File: src/hw/rtl/scfr_pkg.sv
package scfr_pkg;

    localparam logic [2:0] OP_ALLOC  = 3'd0;
    localparam logic [2:0] OP_MAP    = 3'd1;
    localparam logic [2:0] OP_ACCESS = 3'd2;
    localparam logic [2:0] OP_PIN    = 3'd3;
    localparam logic [2:0] OP_UNPIN  = 3'd4;
    localparam logic [2:0] OP_UNMAP  = 3'd5;
    localparam logic [2:0] OP_FREE   = 3'd6;
    localparam logic [2:0] OP_BAD    = 3'd7;

    localparam logic [1:0] ST_OK    = 2'd0;
    localparam logic [1:0] ST_RECL  = 2'd1;
    localparam logic [1:0] ST_NOFRM = 2'd2;
    localparam logic [1:0] ST_BAD   = 2'd3;

    localparam int PAGE_W = 35;
    localparam int SLOT_W = 6;

    // controller -> datapath
    typedef struct packed {
        logic capture;
        logic decode_res;
        logic fscan_step;
        logic fresh_take;
        logic walk_start;
        logic walk_pos;
        logic walk_run;
        logic acc_clear;
        logic victim_read;
        logic victim_take;
        logic no_frame;
        logic shift_wr;
        logic free_end;
    } t_cmd;

    // datapath -> controller
    typedef struct packed {
        logic is_alloc;
        logic is_free;
        logic bad;
        logic full;
        logic free_hit;
        logic q_vld;
        logic q_cand;
        logic q_acc;
        logic q_last;
        logic q_match;
        logic walk_empty;
    } t_stat;

endpackage

File: src/hw/rtl/scfr_dp.sv
module scfr_dp
    import scfr_pkg::*;
#(
    parameter int NUM_FRAMES = 64
) (
    input  logic                i_clk,
    input  logic                i_rst_n,
    input  t_cmd                i_cmd,
    output t_stat               o_stat,
    input  logic [2:0]          i_operation,
    input  logic [SLOT_W-1:0]   i_slot,
    input  logic [PAGE_W-1:0]   i_page_number,
    output logic [1:0]          o_status,
    output logic [SLOT_W-1:0]   o_frame_slot,
    output logic [PAGE_W-1:0]   o_evicted_page
);

    localparam int FW = (NUM_FRAMES > 1) ? $clog2(NUM_FRAMES) : 1;
    localparam int LW = $clog2(NUM_FRAMES + 1);

    logic [2:0]            r_op;
    logic [SLOT_W-1:0]     r_slot;
    logic [PAGE_W-1:0]     r_page;
    logic [LW-1:0]         r_len;
    logic [NUM_FRAMES-1:0] r_inuse, r_pinned, r_mapped, r_acc;
    logic [LW-1:0]         r_rd_idx;
    logic [LW-1:0]         r_q_idx;
    logic [FW-1:0]         r_q;
    logic                  r_qv;
    logic [FW-1:0]         r_vf;
    logic [PAGE_W-1:0]     r_tq;
    logic [1:0]            r_status;
    logic [SLOT_W-1:0]     r_fslot;
    logic [PAGE_W-1:0]     r_evict;

    logic [FW-1:0]         r_list [NUM_FRAMES];
    logic [PAGE_W-1:0]     r_tag  [NUM_FRAMES];

    logic [FW-1:0] slot_ix;
    logic          slot_ovr;
    logic          bad;
    logic          issue;
    logic          lst_we;
    logic [FW-1:0] lst_wa, lst_wd;
    logic          tag_we;

    assign slot_ix  = FW'(r_slot);
    assign slot_ovr = (int'(r_slot) >= NUM_FRAMES);
    assign bad = (r_op == OP_BAD) || slot_ovr || !r_inuse[slot_ix] ||
                 ((r_op == OP_ACCESS) && !r_mapped[slot_ix]);
    assign issue = i_cmd.walk_run && (r_rd_idx < r_len);

    always_comb begin
        o_stat.is_alloc   = (r_op == OP_ALLOC);
        o_stat.is_free    = (r_op == OP_FREE);
        o_stat.bad        = bad;
        o_stat.full       = (r_len == LW'(NUM_FRAMES));
        o_stat.free_hit   = !r_inuse[FW'(r_rd_idx)];
        o_stat.q_vld      = r_qv;
        o_stat.q_cand     = !r_pinned[r_q] && r_mapped[r_q];
        o_stat.q_acc      = r_acc[r_q];
        o_stat.q_last     = (r_q_idx == LW'(r_len - LW'(1)));
        o_stat.q_match    = (r_q == slot_ix);
        o_stat.walk_empty = !(r_rd_idx < r_len) && !r_qv;
    end

    assign lst_we = i_cmd.fresh_take || i_cmd.shift_wr;
    assign lst_wa = i_cmd.fresh_take ? FW'(r_len) : FW'(LW'(r_q_idx - LW'(1)));
    assign lst_wd = i_cmd.fresh_take ? FW'(r_rd_idx) : r_q;
    assign tag_we = i_cmd.decode_res && !bad && (r_op == OP_MAP);

    // frame order list: one write, one registered read
    always_ff @(posedge i_clk) begin
        if (lst_we) begin
            r_list[lst_wa] <= lst_wd;
        end
        if (issue) begin
            r_q <= r_list[FW'(r_rd_idx)];
        end
    end

    always_ff @(posedge i_clk) begin
        if (tag_we) begin
            r_tag[slot_ix] <= r_page;
        end
        if (i_cmd.victim_read) begin
            r_tq <= r_tag[r_q];
        end
    end

    always_ff @(posedge i_clk) begin
        if (i_cmd.capture) begin
            r_op   <= i_operation;
            r_slot <= i_slot;
            r_page <= i_page_number;
        end
        if (issue) begin
            r_q_idx <= r_rd_idx;
        end
        if (i_cmd.victim_read) begin
            r_vf <= r_q;
        end
        if (i_cmd.decode_res) begin
            r_status <= bad ? ST_BAD : ST_OK;
            r_fslot  <= r_slot;
            r_evict  <= '0;
        end
        if (i_cmd.fresh_take) begin
            r_status <= ST_OK;
            r_fslot  <= SLOT_W'(r_rd_idx);
            r_evict  <= '0;
        end
        if (i_cmd.victim_take) begin
            r_status <= ST_RECL;
            r_fslot  <= SLOT_W'(r_vf);
            r_evict  <= r_tq;
        end
        if (i_cmd.no_frame) begin
            r_status <= ST_NOFRM;
            r_fslot  <= '0;
            r_evict  <= '0;
        end
        if (i_cmd.free_end) begin
            r_status <= ST_OK;
            r_fslot  <= r_slot;
            r_evict  <= '0;
        end
    end

    always_ff @(posedge i_clk) begin
        if (!i_rst_n) begin
            r_len    <= '0;
            r_inuse  <= '0;
            r_pinned <= '0;
            r_mapped <= '0;
            r_acc    <= '0;
            r_rd_idx <= '0;
            r_qv     <= 1'b0;
        end else begin
            if (i_cmd.walk_start) begin
                r_rd_idx <= i_cmd.walk_pos ? LW'(r_q_idx + LW'(1)) : '0;
                r_qv     <= 1'b0;
            end else if (i_cmd.fscan_step) begin
                r_rd_idx <= LW'(r_rd_idx + LW'(1));
            end else if (i_cmd.walk_run) begin
                r_qv <= issue;
                if (issue) begin
                    r_rd_idx <= LW'(r_rd_idx + LW'(1));
                end
            end

            if (i_cmd.decode_res && !bad) begin
                case (r_op)
                    OP_MAP: begin
                        r_mapped[slot_ix] <= 1'b1;
                        r_acc[slot_ix]    <= 1'b0;
                    end
                    OP_ACCESS: r_acc[slot_ix]    <= 1'b1;
                    OP_PIN:    r_pinned[slot_ix] <= 1'b1;
                    OP_UNPIN:  r_pinned[slot_ix] <= 1'b0;
                    OP_UNMAP: begin
                        r_mapped[slot_ix] <= 1'b0;
                        r_acc[slot_ix]    <= 1'b0;
                    end
                    default: ;
                endcase
            end
            if (i_cmd.fresh_take) begin
                r_inuse[FW'(r_rd_idx)]  <= 1'b1;
                r_pinned[FW'(r_rd_idx)] <= 1'b0;
                r_mapped[FW'(r_rd_idx)] <= 1'b0;
                r_acc[FW'(r_rd_idx)]    <= 1'b0;
                r_len <= LW'(r_len + LW'(1));
            end
            if (i_cmd.acc_clear) begin
                r_acc[r_q] <= 1'b0;
            end
            if (i_cmd.victim_take) begin
                r_mapped[r_vf] <= 1'b0;
                r_acc[r_vf]    <= 1'b0;
            end
            if (i_cmd.free_end) begin
                r_inuse[slot_ix]  <= 1'b0;
                r_pinned[slot_ix] <= 1'b0;
                r_mapped[slot_ix] <= 1'b0;
                r_acc[slot_ix]    <= 1'b0;
                r_len <= LW'(r_len - LW'(1));
            end
        end
    end

    assign o_status       = r_status;
    assign o_frame_slot   = r_fslot;
    assign o_evicted_page = r_evict;

    a_len_bound: assert property (@(posedge i_clk) disable iff (!i_rst_n)
        int'(r_len) <= NUM_FRAMES)
        else $error("order list longer than frame table");

    // the number of in-use frames equals the order list length
    a_len_count: assert property (@(posedge i_clk) disable iff (!i_rst_n)
        $countones(r_inuse) == int'(r_len))
        else $error("in-use count differs from list length");

    a_acc_mapped: assert property (@(posedge i_clk) disable iff (!i_rst_n)
        (r_acc & ~r_mapped) == '0)
        else $error("accessed mark on unmapped frame");

endmodule

File: src/hw/rtl/scfr_ctrl.sv
module scfr_ctrl
    import scfr_pkg::*;
(
    input  logic  i_clk,
    input  logic  i_rst_n,
    input  logic  i_start,
    output logic  o_busy,
    output logic  o_valid,
    input  t_stat i_stat,
    output t_cmd  o_cmd
);

    typedef enum logic [2:0] {
        S_IDLE,
        S_DECODE,
        S_FSCAN,
        S_VSCAN,
        S_VTAKE,
        S_USCAN,
        S_SHIFT,
        S_FEND
    } t_state;

    t_state r_state, n_state;
    logic   r_pass, n_pass;
    logic   r_any, n_any;
    logic   r_busy;
    logic   r_valid, n_valid;
    logic   any_now;

    assign any_now = r_any || i_stat.q_cand;

    always_comb begin
        o_cmd   = '0;
        n_state = r_state;
        n_pass  = r_pass;
        n_any   = r_any;
        n_valid = 1'b0;
        unique case (r_state)
            S_IDLE: begin
                if (i_start) begin
                    o_cmd.capture = 1'b1;
                    n_state = S_DECODE;
                end
            end
            S_DECODE: begin
                if (i_stat.is_alloc) begin
                    o_cmd.walk_start = 1'b1;
                    n_pass = 1'b0;
                    n_any  = 1'b0;
                    n_state = i_stat.full ? S_VSCAN : S_FSCAN;
                end else if (i_stat.is_free && !i_stat.bad) begin
                    o_cmd.walk_start = 1'b1;
                    n_state = S_USCAN;
                end else begin
                    o_cmd.decode_res = 1'b1;
                    n_valid = 1'b1;
                    n_state = S_IDLE;
                end
            end
            S_FSCAN: begin
                if (i_stat.free_hit) begin
                    o_cmd.fresh_take = 1'b1;
                    n_valid = 1'b1;
                    n_state = S_IDLE;
                end else begin
                    o_cmd.fscan_step = 1'b1;
                end
            end
            S_VSCAN: begin
                if (i_stat.q_vld && i_stat.q_cand && !i_stat.q_acc) begin
                    o_cmd.victim_read = 1'b1;
                    n_state = S_VTAKE;
                end else begin
                    // second chance: clear the mark and pass over
                    o_cmd.acc_clear = i_stat.q_vld && i_stat.q_cand;
                    if (i_stat.q_vld && i_stat.q_last) begin
                        if (!r_pass && any_now) begin
                            o_cmd.walk_start = 1'b1;
                            n_pass = 1'b1;
                            n_any  = 1'b0;
                        end else begin
                            o_cmd.no_frame = 1'b1;
                            n_valid = 1'b1;
                            n_state = S_IDLE;
                        end
                    end else begin
                        o_cmd.walk_run = 1'b1;
                        if (i_stat.q_vld && i_stat.q_cand) begin
                            n_any = 1'b1;
                        end
                    end
                end
            end
            S_VTAKE: begin
                o_cmd.victim_take = 1'b1;
                n_valid = 1'b1;
                n_state = S_IDLE;
            end
            S_USCAN: begin
                if (i_stat.q_vld && i_stat.q_match) begin
                    o_cmd.walk_start = 1'b1;
                    o_cmd.walk_pos   = 1'b1;
                    n_state = S_SHIFT;
                end else begin
                    o_cmd.walk_run = 1'b1;
                end
            end
            S_SHIFT: begin
                if (i_stat.walk_empty) begin
                    n_state = S_FEND;
                end else begin
                    o_cmd.walk_run = 1'b1;
                    o_cmd.shift_wr = i_stat.q_vld;
                end
            end
            S_FEND: begin
                o_cmd.free_end = 1'b1;
                n_valid = 1'b1;
                n_state = S_IDLE;
            end
            default: n_state = S_IDLE;
        endcase
    end

    always_ff @(posedge i_clk) begin
        if (!i_rst_n) begin
            r_state <= S_IDLE;
            r_pass  <= 1'b0;
            r_any   <= 1'b0;
            r_busy  <= 1'b0;
            r_valid <= 1'b0;
        end else begin
            r_state <= n_state;
            r_pass  <= n_pass;
            r_any   <= n_any;
            r_busy  <= (n_state != S_IDLE);
            r_valid <= n_valid;
        end
    end

    assign o_busy  = r_busy;
    assign o_valid = r_valid;

    a_busy_state: assert property (@(posedge i_clk) disable iff (!i_rst_n)
        r_busy == (r_state != S_IDLE))
        else $error("busy out of step with state");

    a_start_busy: assert property (@(posedge i_clk) disable iff (!i_rst_n)
        (i_start && !o_busy) |=> o_busy)
        else $error("accepted transfer did not raise busy");

    a_valid_idle: assert property (@(posedge i_clk) disable iff (!i_rst_n)
        o_valid |-> !o_busy)
        else $error("result strobe while busy");

endmodule

File: src/hw/rtl/second_chance_frame_replacer.sv
// Second-chance frame replacer. A request is taken when start is high and busy is low; its
// result appears on o_status/o_frame_slot/o_evicted_page for one cycle with o_valid and
// cannot be held off. Map, access, pin, unpin, unmap, a free of a bad frame and bad requests
// are settled in the decode state, from which o_valid is registered. An allocate with a free
// frame checks the frames from 0 upward, one frame per cycle, and takes the lowest free one.
// An eviction walks the allocation-order memory one entry per cycle and may make two passes.
// A free looks up the frame's place in the order memory and then shifts the tail down one
// entry per cycle.
module second_chance_frame_replacer
    import scfr_pkg::*;
#(
    parameter int NUM_FRAMES = 64
) (
    input  logic              i_clk,
    input  logic              i_rst_n,
    input  logic              start,
    output logic              busy,
    input  logic [2:0]        i_operation,
    input  logic [SLOT_W-1:0] i_slot,
    input  logic [PAGE_W-1:0] i_page_number,
    output logic              o_valid,
    output logic [1:0]        o_status,
    output logic [SLOT_W-1:0] o_frame_slot,
    output logic [PAGE_W-1:0] o_evicted_page
);

    t_cmd  cmd;
    t_stat stat;

    scfr_ctrl u_ctrl (
        .i_clk   (i_clk),
        .i_rst_n (i_rst_n),
        .i_start (start),
        .o_busy  (busy),
        .o_valid (o_valid),
        .i_stat  (stat),
        .o_cmd   (cmd)
    );

    scfr_dp #(
        .NUM_FRAMES (NUM_FRAMES)
    ) u_dp (
        .i_clk          (i_clk),
        .i_rst_n        (i_rst_n),
        .i_cmd          (cmd),
        .o_stat         (stat),
        .i_operation    (i_operation),
        .i_slot         (i_slot),
        .i_page_number  (i_page_number),
        .o_status       (o_status),
        .o_frame_slot   (o_frame_slot),
        .o_evicted_page (o_evicted_page)
    );

endmodule
File: config.mk
export PLATFORM = sky130hd
export DESIGN_NAME = second_chance_frame_replacer
export DESIGN_NICKNAME = d
export VERILOG_FILES = /design/src/hw/rtl/scfr_pkg.sv /design/src/hw/rtl/scfr_dp.sv /design/src/hw/rtl/scfr_ctrl.sv /design/src/hw/rtl/second_chance_frame_replacer.sv
export SDC_FILE = /design/constraint.sdc
export NUM_CORES = 2
export LEC_CHECK = 0
export BUFFER_PORTS_ARGS = -buffer_cell sky130_fd_sc_hd__buf_2
export CAP_MARGIN = 5
export CELL_PAD_IN_SITES_DETAIL_PLACEMENT = 1
export CELL_PAD_IN_SITES_GLOBAL_PLACEMENT = 2
export CORE_UTILIZATION = 30
export DETAILED_ROUTE_END_ITERATION = 12
export PLACE_DENSITY = 0.61
export SLEW_MARGIN = 20
export SYNTH_ARGS = -nofsm -noshare
export SYNTH_HDL_FRONTEND = slang
export SYNTH_SLANG_ARGS = --single-unit
File: constraint.sdc
create_clock -name i_clk -period 5.6 [get_ports i_clk]
set_input_delay 0.84 -clock i_clk [delete_from_list [all_inputs] [get_ports i_clk]]
set_output_delay 0.84 -clock i_clk [all_outputs]
set_load 0.01 [all_outputs]
==> out/qor.yml <==
status:
  status: "finished, final reports clean"
floorplanning:
  die_w_um: 626.0
  dieArea_sq_mm: 0.3919
  ios: 92
  initial_core_util: 0.3022
  core_sq_mm: 0.3865
  num_rows: 228
  die_y_um: 626.0
logic_synthesis:
  synthFlopType: "edfxtp_1"
  netlist_top_cells_count: "edfxtp_1, a22oi_1, clkbuf_1, a221oi_1, dfxtp_1"
  yosys-top-cells-area: "edfxtp_1, dfxtp_1, a22oi_1"
  async_flop_share: 0
  syn_inst: 7434
  syn_nets: 7492
  yosysTopAreaCell: "edfxtp_1"
  yosysWarnings: 0
  synth_edf_count: 2728
  synth_top_area_frac: 0.7013
  synth.distinct_cells: 97
  ys_seq_area_frac: 0.7553
  synth-seq-cells: 3043
  netlist_area_sq_mm: 0.1168
  syn_area_per_cell_sq_um: 15.71
  yosysMostFrequentCell: "edfxtp_1"
power:
  irDropWorstVdd_v: 0.0002529
  p_leak_nw: 41.27
  intPower_w: 0.03702
  comb_power_share: 0.021
  power.density_mw_per_mm2: 346.8
  clkPwrFrac: 0.455
  switching_power_w: 0.01021
  netSwitchingFraction: 0.2162
  seqPwrFrac: 0.524
layout:
  n_fill_cell: 39210
  postLayoutCoreUtil: 0.3524
  drive_above_1_share: 0.1499
  instances_no_fill: 13140
  syn_to_final_growth_pct: 16.60
  nNetsFinal: 7749
timing:
  fin_crit_sh: 0.9200
  max_slew_margin: 0.1708
  setup_slack_ps: 448.1
  clock_skew_ps: 121.3
  min_period_ps: 5152
  rsz0062_at_grt: "false"
  finalHoldViolations: 0
  drv_slew: 0
  setup_tns_ps: 0
  setup_viol: 0
  fmaxAchievable_ghz: 0.1941
  tightest_slew_ps: 1244
place:
  gp_congestion: 0.9254
  hpwlAfterDp_um: 281700
  dp_cells: 12530
  dp_slack_ps: 619.5
  io_buffer_count: 91
clock_tree:
  holdBufCountCts: 0
  ctsLongestPathBuffers: 4
  h-tree-depth: 5
  insertion_delay_ps: 970
  cts_resized: 0
  cts_setup_buffers: 0
  cts-root-buf: "clkbuf_16"
  cts_buffers: 330
  clkSinkCount: 3043
  clkTransAtPathRegs_ps: 60
  cts_tree: "built"
routing:
  wl_per_cell_um: 35.22
  via_per_inst: 5.891
  routed_wl_um: 462700
  dr_total_vias: 77390
  drc: 0
  drt_first_pass_iters: 6
  first_iter_violations: 8851
  antenna_left: 0
global_route:
  grt_max_degree: 110
  grt_pass1_vias: 77190
  grt_pass1_wl_um: 638300
  overflow: 0
  grtUsageTotal: 0.2290
  antenna_found_initial: 30
setup_path:
  crit_type: "flip-flop to flip-flop"
  worstPathRequired_ps: 6340
  r2r_slack_ps: 450
  cp.arrival_ps: 5890
  path_max_fanout: 15
  crit_path_end_kind: "flip-flop"
  crit_path_start_kind: "flip-flop"
job:
  max-cap-violations: 0
worst_hold_path:
  hold_class: "primary input to flip-flop"
logic make-up after synthesis:
group,share of synthesized area
simple gates,0.04810
xor+xnor,0.002099
flops,0.7553
mux,0.01127
buf+inv,0.02189
fa+ha+maj,0.001178
compound gates,0.1602
power groups by stage:
stage	clock, W	sequential (W)	combinational [W]
floorplan	0	0.0254	0.000306
global placement	0	0.0252	0.000957
detailed placement	0	0.0252	0.000985
CTS	0.0218	0.0248	0.000985
global route	0.0226	0.0247	0.00103
finish	0.0215	0.0248	0.00100
state kept, by name, summed over array words and instances (netlist names), 2 cells and up:
name and count:
u_dp.r_op 3, u_dp.r_list 384, u_dp.r_pinned 64, u_dp.r_acc 64, u_dp.r_tq 35, u_dp.r_q 6
u_dp.r_vf 6, u_dp.r_tag 2240, u_ctrl.r_state 3, u_dp.r_len 7, u_dp.r_mapped 64, u_dp.r_slot 6
u_dp.o_frame_slot 6, u_dp.o_status 2, u_dp.r_rd_idx 7, u_dp.r_inuse 64, u_dp.o_evicted_page 35, u_dp.r_page 35
u_dp.r_q_idx 7
metrics by stage:
step                power, W  hold WS [ps]  instance area (sq um)
finish               0.04723         72.10                 136200
global route         0.04833         40.22                 136200
CTS                  0.04751         4.154                 136200
detailed placement   0.02622         453.9                 125700
global placement     0.02619         443.5                 125700
floorplan            0.02566         424.4                 116800
routing by layer:
metal / global-route usage / wire length [um]
met5: 0 / 133
met4: 0.09287 / 20840
met3: 0.03257 / 31760
met2: 0.3634 / 212800
met1: 0.3151 / 197300
critical path: stages (launching register included):
cell	delay [ps]
edfxtp_1	860
nand3b_1	750
a21oi_1	320
nor4_1	280
mux2i_1	270
and4bb_2	430
and2_1	210
nand3_2	340
nor4_2	1030
buf_4	330
a221oi_1	100
final timing paths:
kind / startpoint / to / depth (start not counted)
min reg2reg: u_dp.r_tq[9]$_DFFE_PP_ / u_dp.o_evicted_page[9]$_SDFFE_PP0P_ / 1
max reg2reg: u_dp.r_q[4]$_DFFE_PP_ / u_dp.r_acc[60]$_SDFF_PN0_ / 10
min: i_operation[0] / u_dp.r_op[0]$_DFFE_PP_ / 1
max: u_dp.r_q[4]$_DFFE_PP_ / u_dp.r_acc[60]$_SDFF_PN0_ / 10
cells in the final DEF, fill, tap and decap left out, drive strengths merged, types with 64 or more instances in the layout:
cell and instances:
edfxtp 2728, a22oi 839, buf 517, clkbuf 411
a221oi 354, dfxtp 315, a22o 293, nor2 290
a21oi 282, a31oi 268, nand3 239, o21ai 179
nand2 148, clkinv 135, nand4 119, nor3 106
a311oi 65, o41ai 64
final cells by class:
type,count,area (sq um),share of cell area
multi-input combinational,3768,26640,0.1956
sequential,3043,88230,0.6478
antenna,9,22.52,0.0001654
tap,5175,6475,0.04754
timing repair buffer,517,4294,0.03153
clock buffer,411,8778,0.06445
clock inverter,183,1652,0.01213
inverter,31,118.9,0.0008727
No activity file was read; power rests on OpenSTA's default activity.
